===== src/rtl/core/thi_pkg.sv =====
// Package for the tile height interpolator.
// Holds the tile constants, field widths and the stage payload structs.
// Depends on nothing; every core file refers to it by scoped names.
package thi_pkg;

    localparam int TILE_EDGE  = 64;
    localparam int HALF_EDGE  = TILE_EDGE / 2;
    localparam int HALF_SHIFT = $clog2(HALF_EDGE);
    localparam int POS_W      = 6;
    localparam int HGT_W      = 15;
    localparam int HGT_MAX    = 32767;
    // Magnitude of (b - a) * px stays below 2^(HGT_W + POS_W)
    localparam int NUM_W      = HGT_W + POS_W;

    // Triangle chosen for the point, mirrored into the standard triangle
    typedef struct packed {
        logic [HGT_W-1:0] side;
        logic [HGT_W-1:0] corner;
        logic [HGT_W-1:0] center;
        logic [POS_W-1:0] px;
        logic [POS_W-1:0] pz;
    } t_tri;

    // Heights on the two triangle sides at depth pz
    typedef struct packed {
        logic signed [HGT_W+1:0] a;
        logic signed [HGT_W+1:0] b;
        logic [POS_W-1:0]        px;
        logic [POS_W-1:0]        span;
        logic                    hit;
        logic [HGT_W-1:0]        corner;
    } t_ab;

    // Word that walks down the divider chain
    typedef struct packed {
        logic [POS_W-2:0]        rem;
        logic [NUM_W-1:0]        num;
        logic [NUM_W-1:0]        quo;
        logic [POS_W-1:0]        span;
        logic                    neg;
        logic signed [HGT_W+1:0] a;
        logic                    hit;
        logic [HGT_W-1:0]        corner;
    } t_div;

endpackage


===== src/rtl/core/thi_tri_sel.sv =====
// Triangle selection stage: picks one of the eight fan triangles and
// mirrors the point into the standard triangle. Uses thi_pkg.
module thi_tri_sel (
    input  logic                       i_clk,
    input  logic                       i_rst_n,
    input  logic                       i_vld,
    output logic                       o_rdy,
    input  logic [thi_pkg::POS_W-1:0]  i_x,
    input  logic [thi_pkg::POS_W-1:0]  i_z,
    input  logic [thi_pkg::HGT_W-1:0]  i_bl,
    input  logic [thi_pkg::HGT_W-1:0]  i_tl,
    input  logic [thi_pkg::HGT_W-1:0]  i_tr,
    input  logic [thi_pkg::HGT_W-1:0]  i_br,
    input  logic [thi_pkg::HGT_W-1:0]  i_ce,
    output logic                       o_vld,
    input  logic                       i_rdy,
    output thi_pkg::t_tri              o_tri
);

    localparam logic [thi_pkg::POS_W:0] T7 = (thi_pkg::POS_W+1)'(thi_pkg::TILE_EDGE);
    localparam logic [thi_pkg::POS_W:0] H7 = (thi_pkg::POS_W+1)'(thi_pkg::HALF_EDGE);

    logic                       r_vld;
    thi_pkg::t_tri              r_tri;
    thi_pkg::t_tri              n_tri;
    logic [thi_pkg::POS_W:0]    x7, z7, zr;
    logic [thi_pkg::HGT_W:0]    s_lft, s_top, s_rgt, s_bot;
    logic [thi_pkg::POS_W:0]    px7, pz7;

    // Edge midpoints and quadrant decode
    always_comb begin
        x7    = {1'b0, i_x};
        z7    = {1'b0, i_z};
        zr    = T7 - z7;
        s_lft = {1'b0, i_bl} + {1'b0, i_tl};
        s_top = {1'b0, i_tl} + {1'b0, i_tr};
        s_rgt = {1'b0, i_br} + {1'b0, i_tr};
        s_bot = {1'b0, i_bl} + {1'b0, i_br};
        n_tri.center = i_ce;
        if (zr >= H7) begin
            if (x7 < H7) begin
                n_tri.corner = i_tl;
                if (z7 > x7) begin
                    n_tri.side = s_lft[thi_pkg::HGT_W:1];
                    px7 = x7;  pz7 = zr - H7;
                end else begin
                    n_tri.side = s_top[thi_pkg::HGT_W:1];
                    px7 = z7;  pz7 = H7 - x7;
                end
            end else begin
                n_tri.corner = i_tr;
                if (zr > x7) begin
                    n_tri.side = s_top[thi_pkg::HGT_W:1];
                    px7 = z7;  pz7 = x7 - H7;
                end else begin
                    n_tri.side = s_rgt[thi_pkg::HGT_W:1];
                    px7 = T7 - x7;  pz7 = zr - H7;
                end
            end
        end else if (x7 < H7) begin
            n_tri.corner = i_bl;
            if (zr > x7) begin
                n_tri.side = s_lft[thi_pkg::HGT_W:1];
                px7 = x7;  pz7 = H7 - zr;
            end else begin
                n_tri.side = s_bot[thi_pkg::HGT_W:1];
                px7 = zr;  pz7 = H7 - x7;
            end
        end else begin
            n_tri.corner = i_br;
            if (z7 > x7) begin
                n_tri.side = s_bot[thi_pkg::HGT_W:1];
                px7 = zr;  pz7 = x7 - H7;
            end else begin
                n_tri.side = s_rgt[thi_pkg::HGT_W:1];
                px7 = T7 - x7;  pz7 = H7 - zr;
            end
        end
        n_tri.px = px7[thi_pkg::POS_W-1:0];
        n_tri.pz = pz7[thi_pkg::POS_W-1:0];
    end

    assign o_rdy = !r_vld || i_rdy;

    always_ff @(posedge i_clk) begin
        if (!i_rst_n) begin
            r_vld <= 1'b0;
        end else if (o_rdy) begin
            r_vld <= i_vld;
        end
        if (o_rdy && i_vld) begin
            r_tri <= n_tri;
        end
    end

    assign o_vld = r_vld;
    assign o_tri = r_tri;

endmodule


===== src/rtl/core/thi_edge_interp.sv =====
// Side interpolation stage: heights a and b on the two triangle sides
// at depth pz, truncating division by the half edge. Uses thi_pkg.
module thi_edge_interp (
    input  logic          i_clk,
    input  logic          i_rst_n,
    input  logic          i_vld,
    output logic          o_rdy,
    input  thi_pkg::t_tri i_tri,
    output logic          o_vld,
    input  logic          i_rdy,
    output thi_pkg::t_ab  o_ab
);

    localparam int PW = thi_pkg::HGT_W + thi_pkg::POS_W + 1;

    logic                          r_vld;
    thi_pkg::t_ab                  r_ab;
    thi_pkg::t_ab                  n_ab;
    logic signed [thi_pkg::HGT_W:0] d1, d2;
    logic signed [PW-1:0]          m1, m2, t1, t2;
    logic signed [thi_pkg::POS_W:0] pz_s;

    // a = trunc((corner - side) * pz / H) + side, b likewise from center
    always_comb begin
        pz_s = $signed({1'b0, i_tri.pz});
        d1   = $signed({1'b0, i_tri.corner}) - $signed({1'b0, i_tri.side});
        d2   = $signed({1'b0, i_tri.corner}) - $signed({1'b0, i_tri.center});
        m1   = PW'(d1 * pz_s);
        m2   = PW'(d2 * pz_s);
        // bias negatives so the arithmetic shift truncates toward zero
        t1   = m1 + (m1[PW-1] ? PW'(thi_pkg::HALF_EDGE - 1) : PW'(0));
        t2   = m2 + (m2[PW-1] ? PW'(thi_pkg::HALF_EDGE - 1) : PW'(0));
        n_ab.a = (thi_pkg::HGT_W+2)'(t1 >>> thi_pkg::HALF_SHIFT)
               + $signed({2'b00, i_tri.side});
        n_ab.b = (thi_pkg::HGT_W+2)'(t2 >>> thi_pkg::HALF_SHIFT)
               + $signed({2'b00, i_tri.center});
        n_ab.px     = i_tri.px;
        n_ab.span   = thi_pkg::POS_W'(thi_pkg::HALF_EDGE) - i_tri.pz;
        n_ab.hit    = (i_tri.pz == thi_pkg::POS_W'(thi_pkg::HALF_EDGE));
        n_ab.corner = i_tri.corner;
    end

    assign o_rdy = !r_vld || i_rdy;

    always_ff @(posedge i_clk) begin
        if (!i_rst_n) begin
            r_vld <= 1'b0;
        end else if (o_rdy) begin
            r_vld <= i_vld;
        end
        if (o_rdy && i_vld) begin
            r_ab <= n_ab;
        end
    end

    assign o_vld = r_vld;
    assign o_ab  = r_ab;

endmodule


===== src/rtl/core/thi_num.sv =====
// Numerator stage: (b - a) * px split into sign and magnitude, forming
// the word that enters the divider chain. Uses thi_pkg.
module thi_num (
    input  logic          i_clk,
    input  logic          i_rst_n,
    input  logic          i_vld,
    output logic          o_rdy,
    input  thi_pkg::t_ab  i_ab,
    output logic          o_vld,
    input  logic          i_rdy,
    output thi_pkg::t_div o_div
);

    localparam int PW = thi_pkg::HGT_W + thi_pkg::POS_W + 4;

    logic                            r_vld;
    thi_pkg::t_div                   r_div;
    thi_pkg::t_div                   n_div;
    logic signed [thi_pkg::HGT_W+2:0] diff;
    logic signed [PW-1:0]            prod;
    logic [PW-1:0]                   mag;

    always_comb begin
        diff = (thi_pkg::HGT_W+3)'(i_ab.b) - (thi_pkg::HGT_W+3)'(i_ab.a);
        prod = PW'(diff * $signed({1'b0, i_ab.px}));
        mag  = prod[PW-1] ? PW'(-prod) : PW'(prod);
        n_div.rem    = '0;
        n_div.num    = mag[thi_pkg::NUM_W-1:0];
        n_div.quo    = '0;
        n_div.span   = i_ab.span;
        n_div.neg    = prod[PW-1];
        n_div.a      = i_ab.a;
        n_div.hit    = i_ab.hit;
        n_div.corner = i_ab.corner;
    end

    assign o_rdy = !r_vld || i_rdy;

    always_ff @(posedge i_clk) begin
        if (!i_rst_n) begin
            r_vld <= 1'b0;
        end else if (o_rdy) begin
            r_vld <= i_vld;
        end
        if (o_rdy && i_vld) begin
            r_div <= n_div;
        end
    end

    assign o_vld = r_vld;
    assign o_div = r_div;

endmodule


===== src/rtl/core/thi_div_cell.sv =====
// One restoring-division cell: takes the next numerator bit, retires one
// quotient bit and passes the word to its neighbor. Uses thi_pkg.
module thi_div_cell (
    input  logic          i_clk,
    input  logic          i_rst_n,
    input  logic          i_vld,
    output logic          o_rdy,
    input  thi_pkg::t_div i_div,
    output logic          o_vld,
    input  logic          i_rdy,
    output thi_pkg::t_div o_div
);

    logic                      r_vld;
    thi_pkg::t_div             r_div;
    thi_pkg::t_div             n_div;
    logic [thi_pkg::POS_W-1:0] trial;
    logic [thi_pkg::POS_W-1:0] diff;
    logic                      qbit;

    // Shift in one bit, subtract the divisor when it fits
    always_comb begin
        trial = {i_div.rem, i_div.num[thi_pkg::NUM_W-1]};
        diff  = trial - i_div.span;
        qbit  = (trial >= i_div.span);
        n_div     = i_div;
        n_div.rem = qbit ? diff[thi_pkg::POS_W-2:0] : trial[thi_pkg::POS_W-2:0];
        n_div.num = {i_div.num[thi_pkg::NUM_W-2:0], 1'b0};
        n_div.quo = {i_div.quo[thi_pkg::NUM_W-2:0], qbit};
    end

    assign o_rdy = !r_vld || i_rdy;

    always_ff @(posedge i_clk) begin
        if (!i_rst_n) begin
            r_vld <= 1'b0;
        end else if (o_rdy) begin
            r_vld <= i_vld;
        end
        if (o_rdy && i_vld) begin
            r_div <= n_div;
        end
    end

    assign o_vld = r_vld;
    assign o_div = r_div;

endmodule


===== src/rtl/core/tile_height_interpolator_top.sv =====
// Top level of the tile height interpolator.
// Depends on thi_pkg, thi_tri_sel, thi_edge_interp, thi_num, thi_div_cell.
//
// Usage:
//   Input channel (i_in_valid / o_in_ready) carries a position inside one
//   tile plus the four corner heights and the center height. Output channel
//   (o_out_valid / i_out_ready) returns one surface height per transfer,
//   in input order.
//   With no stall, a result passes through triangle select, side interpolation,
//   numerator product, 21 divider cells (one quotient bit each) and the
//   output register. One item is taken every cycle while o_in_ready is high;
//   the row of divider cells sets the depth.
//   Every stage has its own valid bit and moves whenever the stage after it
//   is empty or moving, so bubbles close up and the input keeps taking
//   items while a finished result waits at the output.
//   When the receiver stalls, the result holds on the output ports and the
//   stages behind it fill; o_in_ready drops only once every stage is full.
//   Synchronous reset clears all valid bits; the pipeline is empty after it.
module tile_height_interpolator_top (
    input  logic                      i_clk,
    input  logic                      i_rst_n,
    input  logic                      i_in_valid,
    output logic                      o_in_ready,
    input  logic [thi_pkg::POS_W-1:0] i_offset_x,
    input  logic [thi_pkg::POS_W-1:0] i_offset_z,
    input  logic [thi_pkg::HGT_W-1:0] i_height_bl,
    input  logic [thi_pkg::HGT_W-1:0] i_height_tl,
    input  logic [thi_pkg::HGT_W-1:0] i_height_tr,
    input  logic [thi_pkg::HGT_W-1:0] i_height_br,
    input  logic [thi_pkg::HGT_W-1:0] i_height_center,
    output logic                      o_out_valid,
    input  logic                      i_out_ready,
    output logic [thi_pkg::HGT_W-1:0] o_surface_height
);

    localparam int N = thi_pkg::NUM_W;
    localparam int RW = thi_pkg::NUM_W + 2;

    thi_pkg::t_tri            w_tri;
    thi_pkg::t_ab             w_ab;
    logic                     w_tri_vld, w_tri_rdy, w_ab_vld, w_ab_rdy;
    thi_pkg::t_div            w_div [N+1];
    logic [N:0]               w_vld;
    logic [N:0]               w_rdy;
    logic                     r_out_vld;
    logic [thi_pkg::HGT_W-1:0] r_out_h;
    logic [thi_pkg::HGT_W-1:0] n_out_h;
    logic                     out_rdy;
    logic signed [RW-1:0]     qs;
    logic signed [RW-1:0]     res;

    thi_tri_sel u_sel (
        .i_clk   (i_clk),
        .i_rst_n (i_rst_n),
        .i_vld   (i_in_valid),
        .o_rdy   (o_in_ready),
        .i_x     (i_offset_x),
        .i_z     (i_offset_z),
        .i_bl    (i_height_bl),
        .i_tl    (i_height_tl),
        .i_tr    (i_height_tr),
        .i_br    (i_height_br),
        .i_ce    (i_height_center),
        .o_vld   (w_tri_vld),
        .i_rdy   (w_tri_rdy),
        .o_tri   (w_tri)
    );

    thi_edge_interp u_edge (
        .i_clk   (i_clk),
        .i_rst_n (i_rst_n),
        .i_vld   (w_tri_vld),
        .o_rdy   (w_tri_rdy),
        .i_tri   (w_tri),
        .o_vld   (w_ab_vld),
        .i_rdy   (w_ab_rdy),
        .o_ab    (w_ab)
    );

    thi_num u_num (
        .i_clk   (i_clk),
        .i_rst_n (i_rst_n),
        .i_vld   (w_ab_vld),
        .o_rdy   (w_ab_rdy),
        .i_ab    (w_ab),
        .o_vld   (w_vld[0]),
        .i_rdy   (w_rdy[0]),
        .o_div   (w_div[0])
    );

    // Divider row: one cell per quotient bit
    for (genvar k = 0; k < N; k++) begin : g_cell
        thi_div_cell u_cell (
            .i_clk   (i_clk),
            .i_rst_n (i_rst_n),
            .i_vld   (w_vld[k]),
            .o_rdy   (w_rdy[k]),
            .i_div   (w_div[k]),
            .o_vld   (w_vld[k+1]),
            .i_rdy   (w_rdy[k+1]),
            .o_div   (w_div[k+1])
        );
    end

    // Signed quotient plus a, clamped; corner point bypasses the division
    always_comb begin
        qs  = $signed({2'b00, w_div[N].quo});
        res = (w_div[N].neg ? -qs : qs) + RW'(w_div[N].a);
        if (w_div[N].hit) begin
            n_out_h = w_div[N].corner;
        end else if (res < 0) begin
            n_out_h = '0;
        end else if (res > RW'(thi_pkg::HGT_MAX)) begin
            n_out_h = thi_pkg::HGT_W'(thi_pkg::HGT_MAX);
        end else begin
            n_out_h = res[thi_pkg::HGT_W-1:0];
        end
    end

    assign out_rdy  = !r_out_vld || i_out_ready;
    assign w_rdy[N] = out_rdy;

    // Output register
    always_ff @(posedge i_clk) begin
        if (!i_rst_n) begin
            r_out_vld <= 1'b0;
        end else if (out_rdy) begin
            r_out_vld <= w_vld[N];
        end
        if (out_rdy && w_vld[N]) begin
            r_out_h <= n_out_h;
        end
    end

    assign o_out_valid      = r_out_vld;
    assign o_surface_height = r_out_h;

endmodule


===== config.mk =====
export PLATFORM = sky130hd
export DESIGN_NAME = tile_height_interpolator_top
export DESIGN_NICKNAME = d
export VERILOG_FILES = /design/src/rtl/core/thi_pkg.sv /design/src/rtl/core/thi_tri_sel.sv /design/src/rtl/core/thi_edge_interp.sv /design/src/rtl/core/thi_num.sv /design/src/rtl/core/thi_div_cell.sv /design/src/rtl/core/tile_height_interpolator_top.sv
export SDC_FILE = /design/constraint.sdc
export NUM_CORES = 2
export LEC_CHECK = 0
export BUFFER_PORTS_ARGS = -buffer_cell sky130_fd_sc_hd__buf_2
export CAP_MARGIN = 20
export CELL_PAD_IN_SITES_DETAIL_PLACEMENT = 0
export CELL_PAD_IN_SITES_GLOBAL_PLACEMENT = 1
export CORE_MARGIN = 10
export CORE_UTILIZATION = 59
export DETAILED_ROUTE_END_ITERATION = 7
export GPL_TIMING_DRIVEN = 0
export PLACE_DENSITY_LB_ADDON = 0.1
export SLEW_MARGIN = 20
export SYNTH_ARGS = -nofsm -noshare
export SYNTH_HDL_FRONTEND = slang
export SYNTH_HIERARCHICAL = 1
export SYNTH_SLANG_ARGS = --single-unit

===== constraint.sdc =====
create_clock -name i_clk -period 26.3 [get_ports i_clk]
set_clock_uncertainty 0.1 [all_clocks]
set_input_delay 0 -clock i_clk [delete_from_list [all_inputs] [get_ports i_clk]]
set_output_delay 0 -clock i_clk [all_outputs]
set_load 0.01 [all_outputs]

==> reports/qor.csv <==
stage,metric,value,unit
hold_path,hold_path.class,in2reg,
cts,clkSlewWorstSetupHoldPaths,60,ps
floorplanning,die_area,148000,sq um
final_layout,design_area,88200,sq um
global_route,antenna_found_initial,7,
cts,htreeDepth,4,
global_route,grt_max_degree,56,
flow_run,drv_cap,0,
global_route,grt_overflow_total,0,
placement,dpl_cell_area,81700,sq um
sta,final.setup.tns,0,ps
synthesis,synth_area,78200,sq um
route,drtIter0Drc,2745,
cts,cts_resized,0,
setup_path,crit_path_end,u_edge/o_ab[61],
sta,fmaxAchievable,84.3,MHz
sta,tightest_slew,1150,ps
outcome,outcome,"finished, final reports clean",
setup_path,cpMostUsedCell,fa_1,
cts,cts_root_buf,clkbuf_16,
placement,portBuffers,105,
final_layout,area_growth,12.7,%
setup_path,timing.rr.end,u_edge/o_ab[61],
placement,place_hpwl,116,mm
route,wl_per_cell,21.2,um
setup_path,reg2reg_from,u_sel/o_tri[42],
setup_path,crit_type,reg2reg,
cts,worstSkewPairLatency,790,ps
cts,clk_path_buf_depth,3,
setup_path,r2r_slack,14430,ps
cts,cts_tree,yes,
sta,fin_crit,11870,ps
setup_path,cp_max_fo,6,
sta,slew_violations,0,
route,dr.pass1.iters,5,
final_layout,layout.nets,6683,
placement,place_inst,7386,
setup_path,cpMaxStageDelayCell,fa_1,
cts,cts_sinks,1595,
final_layout,layout-drive-gt1-share,11.7,%
global_route,grt_pass1_vias,46100,
setup_path,cp-end-kind,register,
sta,rsz0062_at_grt,false,
final_layout,fillers,9206,
sta,finalSetupViolCount,0,
sta,hold_slack,68.6,ps
floorplanning,core-area,132000,sq um
sta,hold_violations,0,
setup_path,cp-startpoint,u_sel/o_tri[42],
global_route,grt_usage,22.7,%
placement,gp_congestion,0.927,
route,wl,165,mm
floorplanning,rows,133,
floorplanning,start_util,59.4,%
setup_path,r2r_cells,46,
synthesis,synth.avg_cell_area,14.2,sq um
route,vias_per_cell,5.64,
floorplanning,die_x,384,um
route,ant_nets,0,
floorplanning,io_pins,108,
setup_path,cpPeakStageDelay,560,ps
setup_path,cp_data_arrival_time,12300,ps
cts,cts_buffers,155,
floorplanning,die_y,384,um
sta,relSlewSlack,23.6,%
route,drc,0,
setup_path,critPathLaunchType,register,
synthesis,syn_inst,5497,
sta,period_share,45.1,%
route,vias,43900,
synthesis,yosys_warnings,6,
global_route,grt_first_pass_wirelength,261,mm
setup_path,critPathRequiredTime,26730,ps
final_layout,stdcell_count,7789,
-- per-stage QoR --
stage	util [%]	setup slack, ps
2_1_floorplan	-	16320
4_1_cts	67.0	14420
3_3_place_gp	61.5	14510
5_1_grt	67.0	13620
6_report	67.0	14430
3_5_place_dp	62.1	14440
-- flip-flops by register name, summed over array words and instances, names as in the netlist --
register,flops
g_cell.u_cell/o_vld,21
g_cell.u_cell/o_div,1375
u_sel/o_vld,1
u_edge/o_ab,62
u_num/o_div,61
o_out_valid,1
u_edge/o_vld,1
u_sel/o_tri,57
u_num/o_vld,1
o_surface_height,15
-- layout make-up --
| class | count | area (sq um) | area share [%] |
|---|---|---|---|
| Antenna cell | 1 | 2.50 | 0.00284 |
| Buffer | 88 | 480 | 0.545 |
| Clock buffer | 188 | 4010 | 4.55 |
| Clock inverter | 94 | 1210 | 1.37 |
| Inverter | 571 | 2140 | 2.43 |
| Multi-Input combinational cell | 3247 | 28100 | 31.9 |
| Sequential cell | 1595 | 47600 | 54.0 |
| Tap cell | 1755 | 2200 | 2.49 |
| Timing Repair Buffer | 250 | 2390 | 2.72 |
-- worst max-delay path: cells and delay by family, from the launching register on --
family / cells / cell delay (ps)
mux: 3 / 800
xor+xnor: 3 / 750
flops: 1 / 490
compound gates: 18 / 3940
buf+inv: 5 / 680
fa+ha+maj: 10 / 3910
simple gates: 7 / 920
-- repair_timing --
item                                   in CTS  in global routing
setup buffers                               0                  0
endpoints found under the hold margin     153                  0
hold buffers                              120                  0
-- cell usage in the layout, fill, tap and decap left out, types with 73 or more instances in the layout --
cell type         n
ha_1            448
nor2_1          207
and2_1          209
a21oi_1         254
buf_2           130
o21ai_0         136
nand2_1         292
edfxtp_1       1570
xor2_1          116
inv_1           567
fa_1            236
clkbuf_1         73
clkbuf_16       155
dlygate4sd3_1   120
xnor2_1         170
-- how the worst min path moves through the flow --
| stage | start | end | slack (ps) | cells past startpoint |
|---|---|---|---|---|
| CTS | i_height_tl[2] | u_sel/o_tri[43] | 10 | 6 |
| detailed placement | i_height_center[4] | u_sel/o_tri[16] | 80 | 1 |
| global route | i_height_tr[4] | u_sel/o_tri[45] | 50 | 6 |
| global placement | i_height_center[4] | u_sel/o_tri[16] | 80 | 1 |
| floorplan | i_height_center[0] | u_sel/o_tri[12] | -1 | 0 |
| finish | i_height_bl[8] | u_sel/o_tri[50] | 70 | 6 |
-- layer usage --
metal  wire length (um)  share of wire [%]  track usage, %
met5                  0                  0               0
met4               4620                2.8            6.64
met3               6200                3.8            3.69
met2              86600                 52            41.2
met1              67600                 41            27.8
Power is not shown: default switching activity piles up to over one toggle a cycle in this logic, so the estimate is an artifact.
